File: config.mk
export PLATFORM = sky130hd
export DESIGN_NAME = unordered_key_list_engine_flat
export DESIGN_NICKNAME = d
export VERILOG_FILES = /design/src/rtl/ukle_pkg.sv /design/src/rtl/ukle_if.sv /design/src/rtl/ukle_ctrl.sv /design/src/rtl/ukle_dpath.sv /design/src/rtl/unordered_key_list_engine.sv /design/src/flat_wrapper.sv
export VERILOG_INCLUDE_DIRS = /design/src /design/src/rtl
export SDC_FILE = /design/constraint.sdc
export NUM_CORES = 2
export LEC_CHECK = 0
export ABC_AREA = 0
export BUFFER_PORTS_ARGS = -buffer_cell sky130_fd_sc_hd__buf_4
export CORE_ASPECT_RATIO = 1.75
export CORE_MARGIN = 2
export CORE_UTILIZATION = 65
export DETAILED_ROUTE_END_ITERATION = 10
export PLACE_DENSITY = 0.91
export SYNTH_ARGS = -nofsm -noshare
export SYNTH_HDL_FRONTEND = slang
export SYNTH_SLANG_ARGS = --single-unit
File: constraint.sdc
create_clock -name i_clk -period 15 [get_ports i_clk]
set_clock_uncertainty 0.05 [all_clocks]
set_input_delay 3 -clock i_clk [delete_from_list [all_inputs] [get_ports i_clk]]
set_output_delay 3 -clock i_clk [all_outputs]
set_load 0.01 [all_outputs]
File: src/rtl/unordered_key_list_engine_defines.svh
// Assertion macros for the key list engine.
// Each use writes one concurrent assertion clocked on i_clk.
`ifndef UNORDERED_KEY_LIST_ENGINE_DEFINES_SVH
`define UNORDERED_KEY_LIST_ENGINE_DEFINES_SVH

`ifndef ASSERT_OFF
// Checked only while out of reset.
`define UKLE_ASSERT(lbl, prop, msg) \
    lbl: assert property (@(posedge i_clk) disable iff (!i_rst_n) prop) else $error(msg);
// Checked at every edge, reset included.
`define UKLE_ASSERT_ALWAYS(lbl, prop, msg) \
    lbl: assert property (@(posedge i_clk) prop) else $error(msg);
`else
`define UKLE_ASSERT(lbl, prop, msg)
`define UKLE_ASSERT_ALWAYS(lbl, prop, msg)
`endif

`endif

File: src/rtl/ukle_pkg.sv
`default_nettype none

package ukle_pkg;

    localparam int DEPTH     = 16;
    localparam int KEY_BYTES = 8;

    localparam int KEY_W = 64;
    localparam int OP_W  = 3;
    localparam int POS_W = 5;
    localparam int CNT_W = $clog2(DEPTH + 1);
    localparam int IDX_W = (DEPTH > 1) ? $clog2(DEPTH) : 1;
    localparam int LEN_W = 4;

    typedef enum logic [OP_W-1:0] {
        OP_CLEAR     = 3'd0,
        OP_INSERT    = 3'd1,
        OP_REM_FIRST = 3'd2,
        OP_REM_ALL   = 3'd3,
        OP_REM_LONG  = 3'd4,
        OP_READ      = 3'd5
    } t_op;

    typedef enum logic [2:0] {
        S_IDLE,
        S_FIND,
        S_COMPACT,
        S_READ,
        S_FINISH
    } t_state;

    // Commands from the controller to the datapath.
    typedef struct packed {
        logic load;
        logic init;
        logic scan;
        logic compact;
        logic finish;
    } t_cmd;

    // Status from the datapath to the controller.
    typedef struct packed {
        logic pass_end;
        logic out_free;
    } t_stat;

endpackage

`default_nettype wire

File: src/rtl/ukle_if.sv
`default_nettype none

interface ukle_req_if import ukle_pkg::*; ();
    logic             valid;
    logic             ready;
    logic [OP_W-1:0]  operation;
    logic [KEY_W-1:0] key;
    logic [POS_W-1:0] position;

    modport source (output valid, operation, key, position, input ready);
    modport sink   (input valid, operation, key, position, output ready);
endinterface

interface ukle_rsp_if import ukle_pkg::*; ();
    logic             valid;
    logic             ready;
    logic             ok;
    logic [CNT_W-1:0] removed_count;
    logic [KEY_W-1:0] read_key;
    logic [CNT_W-1:0] list_size;
    logic             is_empty;
    logic             is_full;

    modport source (output valid, ok, removed_count, read_key, list_size, is_empty, is_full,
                    input ready);
    modport sink   (input valid, ok, removed_count, read_key, list_size, is_empty, is_full,
                    output ready);
endinterface

`default_nettype wire

File: src/rtl/ukle_ctrl.sv
`default_nettype none

module ukle_ctrl import ukle_pkg::*; (
    input  wire logic            i_clk,
    input  wire logic            i_rst_n,
    input  wire logic            i_valid,
    input  wire logic [OP_W-1:0] i_op,
    input  wire t_stat           i_stat,
    output logic                 o_ready,
    output t_cmd                 o_cmd
);

    t_state r_state;
    t_state n_state;

    always_ff @(posedge i_clk) begin
        if (!i_rst_n) begin
            r_state <= S_IDLE;
        end else begin
            r_state <= n_state;
        end
    end

    always_comb begin
        n_state = r_state;
        case (r_state)
            S_IDLE: begin
                if (i_valid) begin
                    case (t_op'(i_op))
                        OP_REM_FIRST: n_state = S_COMPACT;
                        OP_REM_ALL:   n_state = S_COMPACT;
                        OP_REM_LONG:  n_state = S_FIND;
                        OP_READ:      n_state = S_READ;
                        default:      n_state = S_FINISH;
                    endcase
                end
            end
            S_FIND: begin
                if (i_stat.pass_end) n_state = S_COMPACT;
            end
            S_COMPACT: begin
                if (i_stat.pass_end) n_state = S_FINISH;
            end
            S_READ: begin
                n_state = S_FINISH;
            end
            S_FINISH: begin
                if (i_stat.out_free) n_state = S_IDLE;
            end
            default: begin
                n_state = S_IDLE;
            end
        endcase
    end

    always_comb begin
        o_ready = 1'b0;
        o_cmd   = '0;
        case (r_state)
            S_IDLE: begin
                o_ready      = 1'b1;
                o_cmd.load   = i_valid;
            end
            S_FIND: begin
                // The second pass restarts the pointers but keeps the chosen entry.
                if (i_stat.pass_end) begin
                    o_cmd.init = 1'b1;
                end else begin
                    o_cmd.scan = 1'b1;
                end
            end
            S_COMPACT: begin
                o_cmd.compact = !i_stat.pass_end;
            end
            S_READ: begin
                o_cmd = '0;
            end
            S_FINISH: begin
                o_cmd.finish = i_stat.out_free;
            end
            default: begin
                o_cmd = '0;
            end
        endcase
    end

endmodule

`default_nettype wire

File: src/rtl/ukle_dpath.sv
`default_nettype none

module ukle_dpath import ukle_pkg::*; (
    input  wire logic             i_clk,
    input  wire logic             i_rst_n,
    input  wire t_cmd             i_cmd,
    input  wire logic [OP_W-1:0]  i_operation,
    input  wire logic [KEY_W-1:0] i_key,
    input  wire logic [POS_W-1:0] i_position,
    input  wire logic             i_rsp_ready,
    output t_stat                 o_stat,
    output logic                  o_valid,
    output logic                  o_ok,
    output logic [CNT_W-1:0]      o_removed_count,
    output logic [KEY_W-1:0]      o_read_key,
    output logic [CNT_W-1:0]      o_list_size,
    output logic                  o_is_empty,
    output logic                  o_is_full
);

    localparam int CMP_W = (CNT_W > POS_W) ? CNT_W : POS_W;

    // Clears the terminating zero byte, everything after it and bytes beyond KEY_BYTES.
    function automatic logic [KEY_W-1:0] f_norm(input logic [KEY_W-1:0] k);
        logic             alive;
        logic [KEY_W-1:0] r;
        alive = 1'b1;
        r     = '0;
        for (int b = 0; b < 8; b++) begin
            alive = alive && (b < KEY_BYTES) && (k[8*b +: 8] != 8'd0);
            if (alive) r[8*b +: 8] = k[8*b +: 8];
        end
        return r;
    endfunction

    function automatic logic [LEN_W-1:0] f_len(input logic [KEY_W-1:0] k);
        logic             alive;
        logic [LEN_W-1:0] n;
        alive = 1'b1;
        n     = '0;
        for (int b = 0; b < 8; b++) begin
            alive = alive && (b < KEY_BYTES) && (k[8*b +: 8] != 8'd0);
            if (alive) n = n + LEN_W'(1);
        end
        return n;
    endfunction

    logic [KEY_W-1:0] mem [DEPTH];

    logic [OP_W-1:0]  r_op;
    logic [KEY_W-1:0] r_key;
    logic [POS_W-1:0] r_pos;
    logic [CNT_W-1:0] r_count;
    logic [CNT_W-1:0] r_rd_ptr;
    logic [CNT_W-1:0] r_wr_ptr;
    logic             r_p_vld;
    logic [IDX_W-1:0] r_p_idx;
    logic             r_found;
    logic [CNT_W-1:0] r_removed;
    logic [IDX_W-1:0] r_best;
    logic [LEN_W-1:0] r_best_len;
    logic [KEY_W-1:0] r_rdata;

    logic             r_o_valid;
    logic             r_o_ok;
    logic [CNT_W-1:0] r_o_removed;
    logic [KEY_W-1:0] r_o_key;
    logic [CNT_W-1:0] r_o_size;

    logic             issue;
    logic [IDX_W-1:0] raddr;
    logic [POS_W-1:0] pos_m1;
    logic             match;
    logic             drop;
    logic             full;
    logic             rd_ok;
    logic [LEN_W-1:0] cur_len;
    logic             wr_en;
    logic [IDX_W-1:0] wr_addr;
    logic [KEY_W-1:0] wr_data;
    logic [CNT_W-1:0] n_count;
    logic             n_ok;
    logic [CNT_W-1:0] n_removed;
    logic [KEY_W-1:0] n_rkey;

    assign issue   = (i_cmd.scan || i_cmd.compact) && (r_rd_ptr < r_count);
    assign pos_m1  = r_pos - POS_W'(1);
    assign raddr   = issue ? r_rd_ptr[IDX_W-1:0] : pos_m1[IDX_W-1:0];
    assign match   = (r_rdata == r_key);
    assign full    = (r_count == CNT_W'(DEPTH));
    assign rd_ok   = (r_pos != '0) && (CMP_W'(r_pos) <= CMP_W'(r_count));
    assign cur_len = f_len(r_rdata);

    always_comb begin
        case (t_op'(r_op))
            OP_REM_FIRST: drop = match && !r_found;
            OP_REM_ALL:   drop = match;
            OP_REM_LONG:  drop = (r_p_idx == r_best);
            default:      drop = 1'b0;
        endcase
    end

    always_comb begin
        n_count   = r_count;
        n_ok      = 1'b0;
        n_removed = '0;
        n_rkey    = '0;
        wr_en     = i_cmd.compact && r_p_vld && !drop;
        wr_addr   = r_wr_ptr[IDX_W-1:0];
        wr_data   = r_rdata;
        case (t_op'(r_op))
            OP_CLEAR: begin
                n_count = '0;
                n_ok    = 1'b1;
            end
            OP_INSERT: begin
                if (!full) begin
                    n_count = r_count + CNT_W'(1);
                    n_ok    = 1'b1;
                    if (i_cmd.finish) begin
                        wr_en   = 1'b1;
                        wr_addr = r_count[IDX_W-1:0];
                        wr_data = r_key;
                    end
                end
            end
            OP_REM_FIRST: begin
                n_count = r_wr_ptr;
                n_ok    = r_found;
            end
            OP_REM_ALL: begin
                n_count   = r_wr_ptr;
                n_ok      = r_found;
                n_removed = r_removed;
            end
            OP_REM_LONG: begin
                n_count = r_wr_ptr;
                n_ok    = r_found;
            end
            OP_READ: begin
                n_ok   = rd_ok;
                n_rkey = rd_ok ? r_rdata : '0;
            end
            default: begin
                n_ok = 1'b0;
            end
        endcase
    end

    // Reads stay ahead of compaction writes, so a pass never reads a slot it has rewritten.
    always_ff @(posedge i_clk) begin
        if (wr_en) mem[wr_addr] <= wr_data;
        r_rdata <= mem[raddr];
    end

    always_ff @(posedge i_clk) begin
        if (i_cmd.load) begin
            r_op  <= i_operation;
            r_key <= f_norm(i_key);
            r_pos <= i_position;
        end
        if (i_cmd.finish) begin
            r_o_ok      <= n_ok;
            r_o_removed <= n_removed;
            r_o_key     <= n_rkey;
            r_o_size    <= n_count;
        end
    end

    always_ff @(posedge i_clk) begin
        if (!i_rst_n) begin
            r_count    <= '0;
            r_rd_ptr   <= '0;
            r_wr_ptr   <= '0;
            r_p_vld    <= 1'b0;
            r_p_idx    <= '0;
            r_found    <= 1'b0;
            r_removed  <= '0;
            r_best     <= '0;
            r_best_len <= '0;
            r_o_valid  <= 1'b0;
        end else begin
            r_p_vld <= issue;
            r_p_idx <= r_rd_ptr[IDX_W-1:0];
            if (issue) r_rd_ptr <= r_rd_ptr + CNT_W'(1);

            if (i_cmd.scan && r_p_vld && (cur_len > r_best_len)) begin
                r_best     <= r_p_idx;
                r_best_len <= cur_len;
            end

            if (i_cmd.compact && r_p_vld) begin
                if (drop) begin
                    r_found   <= 1'b1;
                    r_removed <= r_removed + CNT_W'(1);
                end else begin
                    r_wr_ptr <= r_wr_ptr + CNT_W'(1);
                end
            end

            if (i_cmd.load || i_cmd.init) begin
                r_rd_ptr <= '0;
                r_wr_ptr <= '0;
                r_p_vld  <= 1'b0;
            end
            if (i_cmd.load) begin
                r_found    <= 1'b0;
                r_removed  <= '0;
                r_best     <= '0;
                r_best_len <= '0;
            end

            if (i_cmd.finish) begin
                r_count   <= n_count;
                r_o_valid <= 1'b1;
            end else if (i_rsp_ready) begin
                r_o_valid <= 1'b0;
            end
        end
    end

    assign o_stat.pass_end = !(r_rd_ptr < r_count) && !r_p_vld;
    assign o_stat.out_free = !r_o_valid || i_rsp_ready;

    assign o_valid         = r_o_valid;
    assign o_ok            = r_o_ok;
    assign o_removed_count = r_o_removed;
    assign o_read_key      = r_o_key;
    assign o_list_size     = r_o_size;
    assign o_is_empty      = (r_o_size == '0);
    assign o_is_full       = (r_o_size == CNT_W'(DEPTH));

endmodule

`default_nettype wire

File: src/rtl/unordered_key_list_engine.sv
// Unordered key list: up to DEPTH keys of up to eight bytes, kept in insertion order.
// Requests arrive on i_req (operation, key, position) and one response per request
// leaves on o_rsp (ok, removed_count, read_key, list_size, is_empty, is_full); both
// use valid/ready and transfer when both are high.
// One request is worked on at a time. Clear, insert and unused codes need no pass over
// the list; read makes one access to the key store; remove first and remove all make
// one pass over the list, and remove longest makes two.
// The next request is accepted in the cycle after the response is registered.
// The work is bounded by the single read port of the key store: each pass over the
// list reads one entry per cycle, and remove longest needs one pass to find the
// entry and a second to close the gap.
// The response sits in an output register; the next request is accepted while it
// waits. If the receiver stalls, the following request finishes its work and then
// holds until the waiting response has been taken.
// Reset empties the list and drops any pending response; the key store itself is
// not cleared, as only entries below the size are ever used.
`default_nettype none

`include "unordered_key_list_engine_defines.svh"

module unordered_key_list_engine import ukle_pkg::*; (
    input  wire logic  i_clk,
    input  wire logic  i_rst_n,
    ukle_req_if.sink   i_req,
    ukle_rsp_if.source o_rsp
);

    t_cmd  cmd;
    t_stat stat;
    logic  ready;

    ukle_ctrl u_ctrl (
        .i_clk   (i_clk),
        .i_rst_n (i_rst_n),
        .i_valid (i_req.valid),
        .i_op    (i_req.operation),
        .i_stat  (stat),
        .o_ready (ready),
        .o_cmd   (cmd)
    );

    ukle_dpath u_dpath (
        .i_clk           (i_clk),
        .i_rst_n         (i_rst_n),
        .i_cmd           (cmd),
        .i_operation     (i_req.operation),
        .i_key           (i_req.key),
        .i_position      (i_req.position),
        .i_rsp_ready     (o_rsp.ready),
        .o_stat          (stat),
        .o_valid         (o_rsp.valid),
        .o_ok            (o_rsp.ok),
        .o_removed_count (o_rsp.removed_count),
        .o_read_key      (o_rsp.read_key),
        .o_list_size     (o_rsp.list_size),
        .o_is_empty      (o_rsp.is_empty),
        .o_is_full       (o_rsp.is_full)
    );

    assign i_req.ready = ready;

    `UKLE_ASSERT(a_one_at_a_time, (i_req.valid && i_req.ready) |=> !i_req.ready, "request accepted while busy")
    `UKLE_ASSERT(a_size_bound, o_rsp.valid |-> (o_rsp.list_size <= CNT_W'(DEPTH)), "list size above depth")
    `UKLE_ASSERT(a_removed_ok, (o_rsp.valid && (o_rsp.removed_count != '0)) |-> o_rsp.ok, "removal count without success")
    `UKLE_ASSERT(a_finish_free, cmd.finish |-> stat.out_free, "response overwritten before taken")
    `UKLE_ASSERT_ALWAYS(a_reset_quiet, !i_rst_n |=> !o_rsp.valid, "response valid after reset")

endmodule

`default_nettype wire

File: src/flat_wrapper.sv
// flat-port wrapper written by rule: the top's interface ports become plain ports
module unordered_key_list_engine_flat import ukle_pkg::*;
  (i_clk, i_rst_n, i_req_valid, i_req_operation, i_req_key, i_req_position, i_req_ready, o_rsp_valid, o_rsp_ok, o_rsp_removed_count, o_rsp_read_key, o_rsp_list_size, o_rsp_is_empty, o_rsp_is_full, o_rsp_ready);
  ukle_req_if i_req_i ();
  ukle_rsp_if o_rsp_i ();
  input  wire logic i_clk;
  input  wire logic i_rst_n;
  input wire logic [$bits(i_req_i.valid)-1:0] i_req_valid;
  input wire logic [$bits(i_req_i.operation)-1:0] i_req_operation;
  input wire logic [$bits(i_req_i.key)-1:0] i_req_key;
  input wire logic [$bits(i_req_i.position)-1:0] i_req_position;
  output wire logic [$bits(i_req_i.ready)-1:0] i_req_ready;
  output wire logic [$bits(o_rsp_i.valid)-1:0] o_rsp_valid;
  output wire logic [$bits(o_rsp_i.ok)-1:0] o_rsp_ok;
  output wire logic [$bits(o_rsp_i.removed_count)-1:0] o_rsp_removed_count;
  output wire logic [$bits(o_rsp_i.read_key)-1:0] o_rsp_read_key;
  output wire logic [$bits(o_rsp_i.list_size)-1:0] o_rsp_list_size;
  output wire logic [$bits(o_rsp_i.is_empty)-1:0] o_rsp_is_empty;
  output wire logic [$bits(o_rsp_i.is_full)-1:0] o_rsp_is_full;
  input wire logic [$bits(o_rsp_i.ready)-1:0] o_rsp_ready;
  assign i_req_i.valid = i_req_valid;
  assign i_req_i.operation = i_req_operation;
  assign i_req_i.key = i_req_key;
  assign i_req_i.position = i_req_position;
  assign i_req_ready = i_req_i.ready;
  assign o_rsp_valid = o_rsp_i.valid;
  assign o_rsp_ok = o_rsp_i.ok;
  assign o_rsp_removed_count = o_rsp_i.removed_count;
  assign o_rsp_read_key = o_rsp_i.read_key;
  assign o_rsp_list_size = o_rsp_i.list_size;
  assign o_rsp_is_empty = o_rsp_i.is_empty;
  assign o_rsp_is_full = o_rsp_i.is_full;
  assign o_rsp_i.ready = o_rsp_ready;
  unordered_key_list_engine u_core (.i_clk(i_clk), .i_rst_n(i_rst_n), .i_req(i_req_i), .o_rsp(o_rsp_i));
endmodule
==> run_results.csv <==
group,metric,value,unit
pwr,internal_power,0.00629,W
synth,synth_area_leaders,"edfxtp_1 (70%), mux2i_1 (11%), dfxtp_1 (4.1%)",
grt,grt_max_degree,157,
critical_path,path_delay_family,"buffers and inverters",
clocking,cts_hold_buf,0,
timing,holdWs,445,ps
timing,final-max-slew-violation-count,0,
timing,rsz0062_at_grt,"false",
synth,synth_edf_count,1171,
clocking,cts_tree,"done",
critical_path,crit_arrival,7450,ps
synth,syn-num-nets,3035,
cells_and_area,drive_gt1_share,14.7,%
detailed_routing,drc,0,
cells_and_area,utilization,73.1,%
critical_path,worstPathCellList,"inv_1 > ha_1 > a21o_1 > a21oi_1 > o211ai_4 > mux2i_4 > buf_4 > buf_12 > buf_4 > mux2i_1 > o22ai_1 > or4_1",
detailed_routing,drt-total-wl,134000,um
synth,yosysWarnings,0,
clocking,cts-htree-levels,3,
detailed_routing,routed_via_density,7.07,
critical_path,crit_required,15510,ps
placement,placed_cells,4008,
timing,setup_viol,0,
cells_and_area,register_area,37200,sq um
critical_path,worst-path-buf-inv,4,
cells_and_area,area_delta_synth_final,11.4,%
floorplanning,design.die.area,79100,sq um
critical_path,endpoint_kind,"flip-flop",
pwr,power_frac_seq,52.4,%
timing,slew_headroom,9.94,%
grt,met2_usage,54.6,%
timing,timing.final.crit_period,6940,ps
clocking,post_cts.repair.setup_buffers,0,
placement,dp_hpwl,71600,um
pwr,leakagePower,19.7,nW
grt,global_route.peak_usage_layer,"met2",
grt,grt.met3_usage,8.78,%
floorplanning,die_w,213,um
critical_path,cp_max_fo,156,
synth,yosysTopAreaCell,"edfxtp_1",
synth,synth_commonest_cells,"edfxtp_1 (1,171), mux2i_1 (533), o22ai_1 (257), and2_1 (119), dfxtp_1 (102)",
timing,post-route-period-util,46.3,%
cells_and_area,layout.nets,3192,
clocking,cts_buffers,101,
floorplanning,start_util,65.6,%
critical_path,path_common_cell,"buf_4",
synth,syn_area_per_cell,17.0,sq um
synth,synth_cell_type_count,56,
critical_path,startpoint_type,"flip-flop",
pwr,ir_worst_vdd,0.119,mV
clocking,clkTransAtPathRegs,70,ps
detailed_routing,wire_per_inst,31.9,um
synth,netlist_instances,2934,
grt,globalRouteMet1Util,41.4,%
pwr,p_switching,0.00237,W
cells_and_area,stdcell_count,4200,
flow_run,cap_violations,0,
grt,overflow,0,
detailed_routing,route.vias.total,29700,
clocking,cts_resized,0,
synth,ys_seq_area_share,74.5,%
pwr,pwr-share-comb,15.0,%
floorplanning,num_rows,134,
timing,hold_viol,0,
synth,yosysMostFrequentCell,"edfxtp_1",
clocking,clkLatencyLatePin,710,ps
floorplanning,ioPinCount,155,
clocking,clock_path_buffers,3,
pwr,power_frac_clock,32.6,%
critical_path,cp_slowest_cell,"mux2i_4",
pwr,p_sw_share,27.4,%
clocking,cts.sinks,1273,
synth,async_flop_share,0,%
detailed_routing,dr.pass1.iters,6,
grt,grt_pass1_vias,29700,
synth,dominantRegCellSynth,"edfxtp_1",
cells_and_area,multi_input_area,12000,sq um
detailed_routing,drt_iter0_markers,4849,
status,status,"finished clean",
clocking,cts-root-buf,"clkbuf_16",
timing,worst_pin_slew,1340,ps
pwr,pwr_density_cell,156,nW/um^2
critical_path,slowest_delay,1000,ps
detailed_routing,ant_nets,0,
floorplanning,die_h,371,um
floorplanning,core,76100,sq um
synth,synth_top_area_share,70.4,%
placement,portBuffers,154,
timing,fmax,144,MHz
placement,gp_congestion,0.954,
grt,grt_antenna_before_repair,9,
worst_hold_path,min_path_type,"reg2reg",
grt,grt_pass1_wl,192000,um
critical_path,path_class,"reg2reg",
grt,grt_usage,34.0,%
synth,ys_ff_latch,1273,
synth,syn_area,49900,sq um
timing,setup_tns,0,ps
cells_and_area,nFillCells,4011,
==> per-stage QoR <==
stage / power, W / area (sq um) / setup WS [ps]
after floorplan: 0.00531 / 49900 / 4610
after global placement: 0.00574 / 52100 / 8040
after detailed placement: 0.00581 / 52100 / 7910
after CTS: 0.00860 / 55600 / 8290
after global routing: 0.00885 / 55600 / 7970
final: 0.00867 / 55600 / 8060
==> state kept, by name, summed over array words and instances (netlist names), 64 cells and up <==
name / cells
u_core.u_dpath.o_read_key: 64
u_core.u_dpath.mem: 1024
u_core.u_dpath.r_key: 64
u_core.u_dpath.r_rdata: 64
==> kinds of logic (layout without fill, tap and decap cells) <==
kind of cell | count (synthesis) | in the layout | share of synthesized area (%)
multiplexers | 600 | 600 | 12.2
buffers and inverters | 177 | 422 | 1.85
adder cells (fa/ha/maj) | 25 | 25 | 0.627
XOR/XNOR | 77 | 77 | 1.35
AND/OR/NAND/NOR | 436 | 436 | 5.05
flip-flops | 1273 | 1273 | 74.5
other | 0 | 1 | 0
AO/OA/AOI/OAI | 346 | 346 | 4.40
==> cell usage in the layout (no fill, tap or decap), drive strengths merged, types with 12 or more instances in the layout <==
master and count:
a21oi 24, a31oi 12, and2 119, and3 17, buf 199, bufinv 13, clkbuf 130, clkinv 32
dfxtp 102, edfxtp 1171, ha 25, inv 37, mux2 67, mux2i 533, nand2 54, nand3 14
nand4 22, nor2 55, nor3 19, nor4 40, o21ai 19, o22ai 257, or4 69, xnor2 21
xor2 56
==> worst min-delay path, delay by kind of cell, from the launching register on <==
kind,cells,cell delay (ps)
compound gates,1,80
flops,1,300
buf+inv,1,70
==> power by group through the flow <==
stage | Combinational, W | Clock (W) | Sequential (W)
6_report | 0.00130 | 0.00283 | 0.00454
5_1_grt | 0.00137 | 0.00295 | 0.00453
4_1_cts | 0.00125 | 0.00283 | 0.00452
3_5_place_dp | 0.00122 | 0 | 0.00459
3_3_place_gp | 0.00115 | 0 | 0.00459
2_1_floorplan | 0.000832 | 0 | 0.00448
==> final cells by class <==
cell class,count,area share (%)
Clock inverter,61,1.33
Antenna cell,1,0.00450
Clock buffer,130,4.99
Tap cell,1020,2.29
Sequential cell,1273,66.9
Timing Repair Buffer,199,2.71
Inverter,32,0.218
Multi-Input combinational cell,1484,21.6
==> path summary, 6_finish.rpt <==
check	start	endpoint	slack, ps	depth (start not counted)
worst min register to register	u_core.u_dpath.r_best_len[3]	u_core.u_dpath.r_best_len[3]	450	2
worst max register to register	u_core.u_dpath.r_count[3]	u_core.u_dpath.r_rdata[20]	8060	12
worst min-delay path	u_core.u_dpath.r_best_len[3]	u_core.u_dpath.r_best_len[3]	450	2
worst max-delay path	u_core.u_dpath.r_count[3]	u_core.u_dpath.r_rdata[20]	8060	12
==> metal layers <==
layer / share of wire [%] / vias up
li1: - / 11900
met1: 32 / 14400
met2: 48 / 2799
met3: 13 / 640
met4: 6.7 / 8
met5: 0.043 / -
No activity file was read; power rests on OpenSTA's default activity.
